`src/rtl/core/mstl_pkg.sv`:
```
package mstl_pkg;

  localparam int unsigned CountW   = 6;
  localparam int unsigned IndexW   = 5;
  localparam int unsigned DimW     = 16;
  localparam int unsigned PadW     = 10;
  localparam int unsigned McW      = 8;
  localparam int unsigned RatioW   = 16;
  localparam int unsigned SerialW  = 32;
  localparam int unsigned CfgIdxW  = 8;
  localparam int unsigned CfgDataW = 16;

  localparam int unsigned DefMaxViews = 32;

  localparam logic [RatioW-1:0] RatioMin   = 16'd6554;
  localparam logic [RatioW-1:0] RatioMax   = 16'd58982;
  localparam logic [RatioW-1:0] RatioReset = 16'd39322;
  localparam logic [McW-1:0]    MainCountReset = 8'd1;
  localparam logic [PadW-1:0]   ViewPadReset   = 10'd5;
  localparam logic [PadW-1:0]   OuterPadReset  = 10'd5;

  typedef enum logic [CfgIdxW-1:0] {
    CFG_MAIN_COUNT    = 8'd0,
    CFG_MAIN_RATIO    = 8'd1,
    CFG_VIEW_PADDING  = 8'd2,
    CFG_OUTER_PADDING = 8'd3
  } mstl_cfg_idx_e;

  typedef enum logic [2:0] {
    S_IDLE,
    S_MUL,
    S_DIVM,
    S_DIVS,
    S_EMIT
  } mstl_state_e;

  typedef struct packed {
    logic [CountW-1:0]  num_views;
    logic [DimW-1:0]    screen_width;
    logic [DimW-1:0]    screen_height;
    logic [SerialW-1:0] request_serial;
  } mstl_req_t;

  typedef struct packed {
    logic [IndexW-1:0]  view_index;
    logic [DimW-1:0]    pos_x;
    logic [DimW-1:0]    pos_y;
    logic [DimW-1:0]    rect_width;
    logic [DimW-1:0]    rect_height;
    logic [SerialW-1:0] result_serial;
    logic               last_view;
  } mstl_rect_t;

  typedef struct packed {
    logic              start;
    logic [DimW-1:0]   dividend;
    logic [CountW-1:0] divisor;
  } mstl_div_req_t;

  typedef struct packed {
    logic            done;
    logic [DimW-1:0] quotient;
  } mstl_div_rsp_t;

endpackage

```
`src/rtl/core/mstl_div.sv`:
```
module mstl_div import mstl_pkg::*; (
  input  logic          clk_i,
  input  logic          rst_ni,
  input  mstl_div_req_t req_i,
  output mstl_div_rsp_t rsp_o
);

  localparam int unsigned StepW = $clog2(DimW);
  localparam logic [StepW-1:0] LastStep = StepW'(DimW - 1);

  logic              busy_q, busy_d;
  logic              done_q, done_d;
  logic [StepW-1:0]  step_q, step_d;
  logic [DimW-1:0]   work_q, work_d;
  logic [CountW-1:0] rem_q, rem_d;
  logic [CountW-1:0] dvs_q, dvs_d;

  logic [CountW:0]   rem_sh;
  logic [CountW:0]   rem_nx;
  logic              ge;

  // restoring division, one quotient bit per cycle; quotient shifts into work_q
  always_comb begin
    rem_sh = {rem_q, work_q[DimW-1]};
    ge     = rem_sh >= {1'b0, dvs_q};
    rem_nx = ge ? rem_sh - {1'b0, dvs_q} : rem_sh;
  end

  always_comb begin
    busy_d = busy_q;
    done_d = 1'b0;
    step_d = step_q;
    work_d = work_q;
    rem_d  = rem_q;
    dvs_d  = dvs_q;
    if (req_i.start) begin
      busy_d = 1'b1;
      step_d = '0;
      work_d = req_i.dividend;
      rem_d  = '0;
      dvs_d  = req_i.divisor;
    end else if (busy_q) begin
      work_d = {work_q[DimW-2:0], ge};
      rem_d  = rem_nx[CountW-1:0];
      step_d = step_q + 1'b1;
      if (step_q == LastStep) begin
        busy_d = 1'b0;
        done_d = 1'b1;
      end
    end
  end

  always_ff @(posedge clk_i or negedge rst_ni) begin
    if (!rst_ni) begin
      busy_q <= 1'b0;
      done_q <= 1'b0;
      step_q <= '0;
    end else begin
      busy_q <= busy_d;
      done_q <= done_d;
      step_q <= step_d;
    end
  end

  always_ff @(posedge clk_i) begin
    work_q <= work_d;
    rem_q  <= rem_d;
    dvs_q  <= dvs_d;
  end

  assign rsp_o.done     = done_q;
  assign rsp_o.quotient = work_q;

  a_done_after_busy: assert property (@(posedge clk_i) disable iff (!rst_ni)
    done_q |-> $past(busy_q) && !busy_q)
    else $error("divider done without a running division");

  a_no_restart_busy: assert property (@(posedge clk_i) disable iff (!rst_ni)
    (busy_q && !req_i.start) |=> (busy_q || done_q))
    else $error("divider stopped without done");

  a_rem_below_divisor: assert property (@(posedge clk_i) disable iff (!rst_ni)
    (busy_q && dvs_q != '0) |-> (rem_q < dvs_q))
    else $error("partial remainder not below divisor");

endmodule

```
`src/rtl/core/master_stack_tile_layout.sv`:
```
// channel   direction  handshake             payload
// in        input      in_valid_i/in_stall_o  mstl_req_t (view count, screen size, serial)
// out       output     out_valid_o/out_stall_i mstl_rect_t (one rectangle per view)
// cfg       input      cfg_valid_i/cfg_ready_o cfg_index_i, cfg_data_i
//
// a request is latched, the ratio multiply runs, then two passes go through the
// shared bit-serial divider, then one rectangle per cycle is emitted while the
// output is not stalled.
// a request with zero views is accepted and yields nothing.
// reset is asynchronous; only control and config registers are reset, at once.
// a stalled output holds its rectangle; input stays stalled until the last one is loaded.
module master_stack_tile_layout import mstl_pkg::*; #(
  parameter int unsigned MAX_VIEWS = DefMaxViews
) (
  input  logic                clk_i,
  input  logic                rst_ni,
  input  logic                in_valid_i,
  output logic                in_stall_o,
  input  mstl_req_t           in_i,
  output logic                out_valid_o,
  input  logic                out_stall_i,
  output mstl_rect_t          out_o,
  input  logic                cfg_valid_i,
  output logic                cfg_ready_o,
  input  logic [CfgIdxW-1:0]  cfg_index_i,
  input  logic [CfgDataW-1:0] cfg_data_i
);

  localparam logic [McW-1:0] MaxViewsW = McW'(MAX_VIEWS);

  mstl_state_e state_q, state_d;

  logic [McW-1:0]    main_count_q;
  logic [RatioW-1:0] ratio_q;
  logic [PadW-1:0]   vpad_q;
  logic [PadW-1:0]   opad_q;

  logic [CountW-1:0]  n_q, n_d;
  logic [DimW-1:0]    w_q, w_d;
  logic [DimW-1:0]    h_q, h_d;
  logic [SerialW-1:0] serial_q, serial_d;
  logic [DimW-1:0]    main_w_q, main_w_d;
  logic [DimW-1:0]    q_main_q, q_main_d;
  logic [DimW-1:0]    q_stack_q, q_stack_d;
  logic [CountW-1:0]  i_q, i_d;
  logic [DimW-1:0]    y_q, y_d;
  mstl_rect_t         out_q, out_d;
  logic               out_valid_q, out_valid_d;

  mstl_div_req_t div_req;
  mstl_div_rsp_t div_rsp;

  logic                in_acc, cfg_acc, out_free, emit, last;
  logic [CountW-1:0]   n_in;
  logic [PadW:0]       two_op, two_vp;
  logic [DimW-1:0]     sw_sat, sh_sat;
  logic [CountW-1:0]   cnt_main, cnt_stack;
  logic                stack_used;
  logic [2*DimW-1:0]   product;
  logic [DimW-1:0]     main_w_calc;
  logic                is_main, at_split;
  logic [DimW-1:0]     vx, vy, vw, vh;
  logic [DimW:0]       pad_sum, px, py;
  logic [RatioW-1:0]   ratio_wr;

  mstl_div u_div (
    .clk_i  (clk_i),
    .rst_ni (rst_ni),
    .req_i  (div_req),
    .rsp_o  (div_rsp)
  );

  assign in_stall_o  = (state_q != S_IDLE);
  assign in_acc      = in_valid_i && !in_stall_o;
  assign cfg_ready_o = 1'b1;
  assign cfg_acc     = cfg_valid_i && cfg_ready_o;
  assign out_free    = !out_valid_q || !out_stall_i;
  assign emit        = (state_q == S_EMIT) && out_free;
  assign last        = ({1'b0, i_q} + 1'b1) == {1'b0, n_q};

  // request setup arithmetic
  always_comb begin
    n_in   = ({2'b0, in_i.num_views} > MaxViewsW) ? MaxViewsW[CountW-1:0]
                                                  : in_i.num_views;
    two_op = {opad_q, 1'b0};
    two_vp = {vpad_q, 1'b0};
    sw_sat = (in_i.screen_width > DimW'(two_op))
           ? in_i.screen_width - DimW'(two_op) : '0;
    sh_sat = (in_i.screen_height > DimW'(two_op))
           ? in_i.screen_height - DimW'(two_op) : '0;
    stack_used = {2'b0, n_q} > main_count_q;
    cnt_main   = stack_used ? main_count_q[CountW-1:0] : n_q;
    cnt_stack  = stack_used ? n_q - main_count_q[CountW-1:0] : '0;
    product    = w_q * ratio_q;
    if (main_count_q == '0) begin
      main_w_calc = '0;
    end else if (!stack_used) begin
      main_w_calc = w_q;
    end else begin
      main_w_calc = product[2*DimW-1:RatioW];
    end
  end

  // unused columns divide by one to keep the divider well defined
  always_comb begin
    div_req.dividend = h_q;
    div_req.start    = (state_q == S_MUL) || ((state_q == S_DIVM) && div_rsp.done);
    if (state_q == S_MUL) begin
      div_req.divisor = (cnt_main == '0) ? CountW'(1) : cnt_main;
    end else begin
      div_req.divisor = (cnt_stack == '0) ? CountW'(1) : cnt_stack;
    end
  end

  // rectangle for view i_q
  always_comb begin
    is_main  = {2'b0, i_q} < main_count_q;
    at_split = {2'b0, i_q} == main_count_q;
    vy       = at_split ? '0 : y_q;
    vh       = is_main ? q_main_q : q_stack_q;
    vx       = is_main ? '0 : main_w_q;
    vw       = is_main ? main_w_q : w_q - main_w_q;
    pad_sum  = {7'b0, vpad_q} + {7'b0, opad_q};
    px       = {1'b0, vx} + pad_sum;
    py       = {1'b0, vy} + pad_sum;
  end

  always_comb begin
    state_d = state_q;
    case (state_q)
      S_IDLE: begin
        if (in_acc && n_in != '0) state_d = S_MUL;
      end
      S_MUL:  state_d = S_DIVM;
      S_DIVM: begin
        if (div_rsp.done) state_d = S_DIVS;
      end
      S_DIVS: begin
        if (div_rsp.done) state_d = S_EMIT;
      end
      S_EMIT: begin
        if (emit && last) state_d = S_IDLE;
      end
      default: state_d = S_IDLE;
    endcase
  end

  always_comb begin
    n_d         = n_q;
    w_d         = w_q;
    h_d         = h_q;
    serial_d    = serial_q;
    main_w_d    = main_w_q;
    q_main_d    = q_main_q;
    q_stack_d   = q_stack_q;
    i_d         = i_q;
    y_d         = y_q;
    out_d       = out_q;
    out_valid_d = out_valid_q && out_stall_i;
    case (state_q)
      S_IDLE: begin
        if (in_acc) begin
          n_d      = n_in;
          w_d      = sw_sat;
          h_d      = sh_sat;
          serial_d = in_i.request_serial;
          i_d      = '0;
          y_d      = '0;
        end
      end
      S_MUL:  main_w_d = main_w_calc;
      S_DIVM: begin
        if (div_rsp.done) q_main_d = div_rsp.quotient;
      end
      S_DIVS: begin
        if (div_rsp.done) q_stack_d = div_rsp.quotient;
      end
      S_EMIT: begin
        if (emit) begin
          out_valid_d         = 1'b1;
          out_d.view_index    = i_q[IndexW-1:0];
          out_d.pos_x         = px[DimW] ? '1 : px[DimW-1:0];
          out_d.pos_y         = py[DimW] ? '1 : py[DimW-1:0];
          out_d.rect_width    = (vw > DimW'(two_vp)) ? vw - DimW'(two_vp) : '0;
          out_d.rect_height   = (vh > DimW'(two_vp)) ? vh - DimW'(two_vp) : '0;
          out_d.result_serial = serial_q;
          out_d.last_view     = last;
          i_d                 = i_q + 1'b1;
          y_d                 = vy + vh;
        end
      end
      default: ;
    endcase
  end

  // ratio is clamped when written
  always_comb begin
    if (cfg_data_i < RatioMin) begin
      ratio_wr = RatioMin;
    end else if (cfg_data_i > RatioMax) begin
      ratio_wr = RatioMax;
    end else begin
      ratio_wr = cfg_data_i;
    end
  end

  always_ff @(posedge clk_i or negedge rst_ni) begin
    if (!rst_ni) begin
      main_count_q <= MainCountReset;
      ratio_q      <= RatioReset;
      vpad_q       <= ViewPadReset;
      opad_q       <= OuterPadReset;
    end else if (cfg_acc) begin
      case (cfg_index_i)
        CFG_MAIN_COUNT:    main_count_q <= cfg_data_i[McW-1:0];
        CFG_MAIN_RATIO:    ratio_q      <= ratio_wr;
        CFG_VIEW_PADDING:  vpad_q       <= cfg_data_i[PadW-1:0];
        CFG_OUTER_PADDING: opad_q       <= cfg_data_i[PadW-1:0];
        default: ;
      endcase
    end
  end

  always_ff @(posedge clk_i or negedge rst_ni) begin
    if (!rst_ni) begin
      state_q     <= S_IDLE;
      out_valid_q <= 1'b0;
      i_q         <= '0;
    end else begin
      state_q     <= state_d;
      out_valid_q <= out_valid_d;
      i_q         <= i_d;
    end
  end

  always_ff @(posedge clk_i) begin
    n_q       <= n_d;
    w_q       <= w_d;
    h_q       <= h_d;
    serial_q  <= serial_d;
    main_w_q  <= main_w_d;
    q_main_q  <= q_main_d;
    q_stack_q <= q_stack_d;
    y_q       <= y_d;
    out_q     <= out_d;
  end

  assign out_valid_o = out_valid_q;
  assign out_o       = out_q;

  a_index_in_range: assert property (@(posedge clk_i) disable iff (!rst_ni)
    (state_q == S_EMIT) |-> (i_q < n_q))
    else $error("view index past view count");

  a_last_ends_request: assert property (@(posedge clk_i) disable iff (!rst_ni)
    (emit && last) |=> (state_q == S_IDLE) && out_valid_o && out_o.last_view)
    else $error("last rectangle did not end the request");

  a_ratio_in_range: assert property (@(posedge clk_i) disable iff (!rst_ni)
    (ratio_q >= RatioMin) && (ratio_q <= RatioMax))
    else $error("main ratio outside clamp range");

  a_no_emit_during_div: assert property (@(posedge clk_i) disable iff (!rst_ni)
    ((state_q == S_DIVM) || (state_q == S_DIVS)) |=> !($rose(out_valid_o)))
    else $error("rectangle produced before heights were ready");

endmodule
```
`config.mk`:
```
export PLATFORM = sky130hd
export DESIGN_NAME = master_stack_tile_layout
export DESIGN_NICKNAME = d
export VERILOG_FILES = /design/src/rtl/core/mstl_pkg.sv /design/src/rtl/core/mstl_div.sv /design/src/rtl/core/master_stack_tile_layout.sv
export SDC_FILE = /design/constraint.sdc
export NUM_CORES = 1
export LEC_CHECK = 0
export BUFFER_PORTS_ARGS = -buffer_cell sky130_fd_sc_hd__buf_2
export CAP_MARGIN = 20
export CORE_MARGIN = 2
export CORE_UTILIZATION = 40
export CTS_BUF_LIST = sky130_fd_sc_hd__clkbuf_16
export CTS_CLUSTER_SIZE = 10
export DETAILED_ROUTE_END_ITERATION = 7
export SKIP_LAST_GASP = 1
export SLEW_MARGIN = 20
export SYNTH_ARGS = -nofsm -noshare
export SYNTH_HDL_FRONTEND = slang
export SYNTH_SLANG_ARGS = --single-unit
```
`constraint.sdc`:
```
create_clock -name clk_i -period 17.9 [get_ports clk_i]
set_input_delay 1.79 -clock clk_i [delete_from_list [all_inputs] [get_ports clk_i]]
set_output_delay 1.79 -clock clk_i [all_outputs]
set_load 0.02 [all_outputs]
```
Word-level counts from Yosys, hierarchy flattened
Index checks and enable logic that the tools add are counted.
{ "word_totals": {"regBits": 324, "inputBits": 99} }
{ "classes": {"addsub": 14, "multipliers": 1, "n_lt_le_gt_ge": 10, "eq_ne": 16, "mux": 37, "n_reduce_logical": 30} }
{ "op_table": {"columns": ["op", "n"], "rows": [
  ["two-way mux 16 bit", 11],
  ["> comparator 16 x 11 -> 1 bit", 4],
  ["subtractor 16 x 11 -> 16 bit", 4],
  ["two-way mux 6 bit", 9],
  ["adder 16 x 11 -> 17 bit", 2],
  ["multiplier 16 x 16 -> 32 bit", 1],
  ["case mux 16 bit (2 select lines)", 1],
  ["adder 16 bit", 1],
  ["equality test 8 x 2 -> 1 bit (second input constant)", 2],
  ["> comparator 16 bit (second input constant)", 1],
  ["logical NOT 8 bit", 2],
  ["less-than comparator 16 x 13 -> 1 bit (second input constant)", 1],
  ["AND reduction 2 bit", 8],
  ["subtractor 16 bit", 1],
  ["case mux 3 bit (5 select lines)", 1],
  ["logical NOT 6 bit", 2],
  ["two-way mux 3 bit", 4],
  ["case mux 6 bit (2 select lines)", 1],
  ["subtractor 6 bit", 2],
  ["adder 10 x 10 -> 11 bit", 1],
  ["equality test 6 x 8 -> 1 bit", 1],
  ["equality test 8 x 1 -> 1 bit (second input constant)", 1],
  ["> comparator 6 x 8 -> 1 bit", 1],
  ["less-than comparator 6 x 8 -> 1 bit", 1],
  ["other kinds (23)", 45]
]} }

Logic depth before layout (Yosys ltp)
{ "logic_depth": {"ltp_word": 6, "depth_mapped": 24} }

By module
Synthesis repeated with hierarchy kept, for this count alone.
{ "unflattened": {"hier_cells": 2563, "hier_area_um2": 26392.8} }
{ "by_module_without_submodules": {"columns": ["module", "n_inst", "cells_each", "area_each_um2"], "rows": [
  ["master_stack_tile_layout", 1, 2425, 24691.2],
  ["mstl_div", 1, 138, 1701.6]
]} }

Worst setup path before layout
No wires, ideal clock.
{ "synth_path": {"kind": "register -> register", "from": "register ratio_q[8]", "to": "register main_w_q[8], data pin", "setup_time_ns": 0.270, "arrival_time_ns": 6.171, "required_time_ns": 17.630, "path_slack_ns": 11.459, "stages_incl_launch_ff": 25, "path_buffers": 2, "period_less_slack_ns": 6.441, "path_cell_list": "dfstp_2 > clkbuf_1 > clkbuf_1 > nand2_1 > fa_1 > inv_1 > fa_1 > inv_1 > fa_1 > inv_1 > fa_1 > fa_1 > inv_1 > fa_1 > inv_1 > ha_1 > and4_1 > and3_1 > nand3_1 > a21oi_1 > o31a_1 > o41a_1 > or2_2 > nand3_1 > a21oi_1"} }
{ "synth_between": {"elab_chain_len": 2} }
{ "synth_rtl": {"columns": ["item", "line", "text"], "rows": [
  ["start, declared", "master_stack_tile_layout.sv:34", "logic [RatioW-1:0] ratio_q;"],
  ["start signal, assigned", "master_stack_tile_layout.sv:210", "ratio_q <= RatioReset;"],
  ["start signal, assigned", "master_stack_tile_layout.sv:216", "CFG_MAIN_RATIO: ratio_q <= ratio_wr;"],
  ["multiplier 16 x 16 -> 32 bit", "master_stack_tile_layout.sv:94", "product = w_q * ratio_q;"],
  ["two-way mux 16 bit", "master_stack_tile_layout.sv:97", "end else if (!stack_used) begin"],
  ["end signal, assigned", "master_stack_tile_layout.sv:241", "main_w_q <= main_w_d;"],
  ["end, declared", "master_stack_tile_layout.sv:42", "logic [DimW-1:0] main_w_q, main_w_d;"]
]} }
No other way between the ends.
A chain may end at the register's enable or synchronous reset.

Worst setup path after layout
{ "layout_path": {"from": "register w_q[6]", "to": "register main_w_q[3], data pin"} }
{ "layout_between": {"elab_chain_len": 2} }
{ "layout_rtl": {"columns": ["item", "line", "text"], "rows": [
  ["start, declared", "master_stack_tile_layout.sv:39", "logic [DimW-1:0] w_q, w_d;"],
  ["start signal, assigned", "master_stack_tile_layout.sv:238", "w_q <= w_d;"],
  ["multiplier 16 x 16 -> 32 bit", "master_stack_tile_layout.sv:94", null],
  ["two-way mux 16 bit", "master_stack_tile_layout.sv:97", null]
]} }
No other way between the ends.

==> metrics.cfg <==
[detailed_routing]
drcViolationCount = 0
first_iter_violations = 1250
ant_nets = 0
num_vias = 18800
drtPass1Iterations = 5
wl_per_cell_um = 17.9
wl_mm = 65.3
vias_per_cell = 5.15

[yosys]
synth_fp_nets = 3103
synthCells = 2577
synthAdderAreaFrac_pct = 26.5
yosys.area_share.xor_xnor_pct = 4.02
avgSynthCellArea_um2 = 10.1
synthSimpleGateAreaFrac_pct = 16.3
synth_edf_count = 258
synth-seq-area-share_pct = 36.2
yosysUniqueCellTypes = 87
synth_ff_type = edfxtp_1
synth_top_family_by_area = adder cells
synth_warnings = 0
synth-seq-cells = 324
synthArstFlopShare_pct = 18.5
synth_compound_gate_area_share_pct = 9.08
synth_mux_area_share_pct = 1.96
syn_area_um2 = 25900

[cells_and_area]
drive_above_1_share_pct = 12.1
final-seq-area_um2 = 9390
n_fill_cell = 6081
nNetsFinal = 3286
area.growth.synth_to_final_pct = 11.9
largest_reg_flops = 102
multi_input_area_um2 = 15000

[floorplanning]
core-area_um2 = 64200
num_rows = 93
fp.dieW_um = 259
start_util_pct = 40.3
io_pins = 204
die_area_um2 = 66800
dieHeight_um = 259

[clock_network]
cts.sinks = 324
cts_tree = built
hold_buffers = 0
cts_resized = 0
cts_setup_buffers = 0
insertion_delay_ns = 0.56
cts_buffers = 39
cts_root_buffer = clkbuf_16
cts.clk_slew.worst_paths_ns = 0.06
clock_path_buffers = 3
cts.htree.levels = 2

[grt]
antenna_found_initial = 11
grt_pass1_wl_mm = 104
grt_usage_pct = 19.6
overflow = 0
grt_max_degree = 71
grt_pass1_vias = 18900

[flow_run]
cap_violations = 0

[timing]
finClkSkew_ns = 0.0230
fin_crit_sh_pct = 39.6
setup_violations = 0
fmax_ghz = 0.141
finalWorstSetupSlack_ns = 10.81
drv_slew = 0
worstMarginPinSlew_ns = 0.957
hold_violations = 0
slew_headroom_pct = 36.1
fin_setup_tns_ns = 0
fin_crit_ns = 7.09
grt_setup_unrepaired = false

[setup_path]
critPathLaunchType = register
timing.rr.start = w_q[6]
required_ns = 18.23
cp-startpoint = w_q[6]
crit_path_end_kind = register
critPathMaxFanout = 18
reg2reg_to = main_w_q[3]
arrival_ns = 7.42
crit_type = register to register
endpoint = main_w_q[3]
r2r.worst_path.cells = 21
reg2reg_slack_ns = 10.81

[placed_design]
portBuffers = 202
place.gp.congestion = 0.897
place_ws_ns = 10.84
hpwl_mm = 51.8

[pwr]
irDropWorstVdd_uv = 76.8
p_leak_nw = 13.2
pwr_density_cell_nw_per_um2 = 78.7

[worst_hold_path]
hold_path.class = register to register

[outcome]
status = finished, final reports clean

## critical path, stage by stage (launching register included)
cell	delay, ns
edfxtp_1	0.73
and2_1	0.31
fa_1	0.54
inv_1	0.06
fa_1	0.49
fa_1	0.51
inv_1	0.05
fa_1	0.46
fa_1	0.54
inv_1	0.05
fa_1	0.53
inv_1	0.04
ha_1	0.35
and4_1	0.22
and2_0	0.14
o21ai_0	0.44
nand3_1	0.22
a21o_1	0.25
a21o_1	0.21
xor2_1	0.27
nand2_1	0.12
a21oi_1	0.34
## synth_stat cells, types with 21 or more instances
cell	number	area, µm²
nor2_1	166	623
a21o_1	33	248
a21oi_1	111	556
nand2b_1	21	131
nor3_1	51	255
mux2_2	30	338
edfxtp_1	258	7750
fa_1	204	4080
inv_1	330	1240
dfrtp_1	47	1180
and2_1	131	820
nor2b_1	34	213
xor2_1	52	455
o21ai_0	88	440
ha_1	223	2790
nand2_1	364	1370
xnor2_1	67	587
clkbuf_1	66	248
nand3_1	40	200
## per-stage QoR
stage          instances  hold WS [ns]  area (µm²)  power (mW)  utilization (%)
2_1_floorplan       2577         0.400       25900        1.42                -
3_3_place_gp        3573         0.401       27800        1.57             43.3
3_5_place_dp        3573         0.405       27800        1.59             43.3
4_1_cts             3642         0.417       29000        2.30             45.1
5_1_grt             3648         0.423       29000        2.42             45.1
6_report            3648         0.416       29000        2.28             45.1
## power by group
| part | internal, mW | switching (mW) | total [mW] | leakage [nW] |
|---|---|---|---|---|
| logic | 0.233 | 0.351 | 0.584 | 9.44 |
| registers | 0.919 | 0.0771 | 0.996 | 3.16 |
| clock network | 0.395 | 0.307 | 0.702 | 0.632 |
## cells in the final DEF, fill, tap and decap left out, types with 12 or more instances in the layout
cell type and count:
clkbuf_16 39, buf_2 202, mux2_2 30, a21o_1 33
nor3_1 50, nand2b_1 21, xor2_1 52, nand4_1 16
mux2i_1 17, nor2_1 165, xnor2_1 67, fa_1 204
o21ai_0 88, buf_4 12, nand3_1 40, and2_1 131
edfxtp_1 258, ha_1 223, a211oi_1 12, a21oi_1 111
nand2_1 364, nor2b_1 34, dfstp_2 13, dfrtp_1 47
inv_1 351
## worst min path at each step
stage | start | endpoint | slack, ns | cells past startpoint
2_1_floorplan | serial_q[9] | out_o[10] | 0.40 | 0
3_3_place_gp | serial_q[30] | out_o[31] | 0.40 | 0
3_5_place_dp | serial_q[0] | out_o[1] | 0.40 | 0
4_1_cts | serial_q[28] | out_o[29] | 0.42 | 0
5_1_grt | serial_q[27] | out_o[28] | 0.42 | 0
6_report | serial_q[10] | out_o[11] | 0.42 | 0
## cell families (layout without fill, tap and decap cells)
kind of cell,Yosys count,count (layout)
DFF,324,324
xor gates and xnor gates,119,119
AOI/OAI and AO/OA,364,364
muxes,47,47
and+or+nand+nor,892,892
buffers and inverters,403,614
other,1,6
adders and majority gates,427,427
## metal layers
metal  wire length [µm]  GRT usage (%)  vias to the layer above
li1                   -              -                     9027
met1              30700           28.8                     9155
met2              29000           30.2                      528
met3               4220           3.19                       85
met4               1340           4.72                       10
met5                 51              0                        -
## layout make-up
class | count | area share [%]
multi-input combinational | 1850 | 51.9
timing repair buffer | 215 | 3.84
antenna | 5 | 0.0432
tap | 855 | 3.69
sequential | 324 | 32.4
inverter | 330 | 4.28
clock buffer | 39 | 3.37
clock inverter | 30 | 0.531
Power figures use the tool's default switching activity.
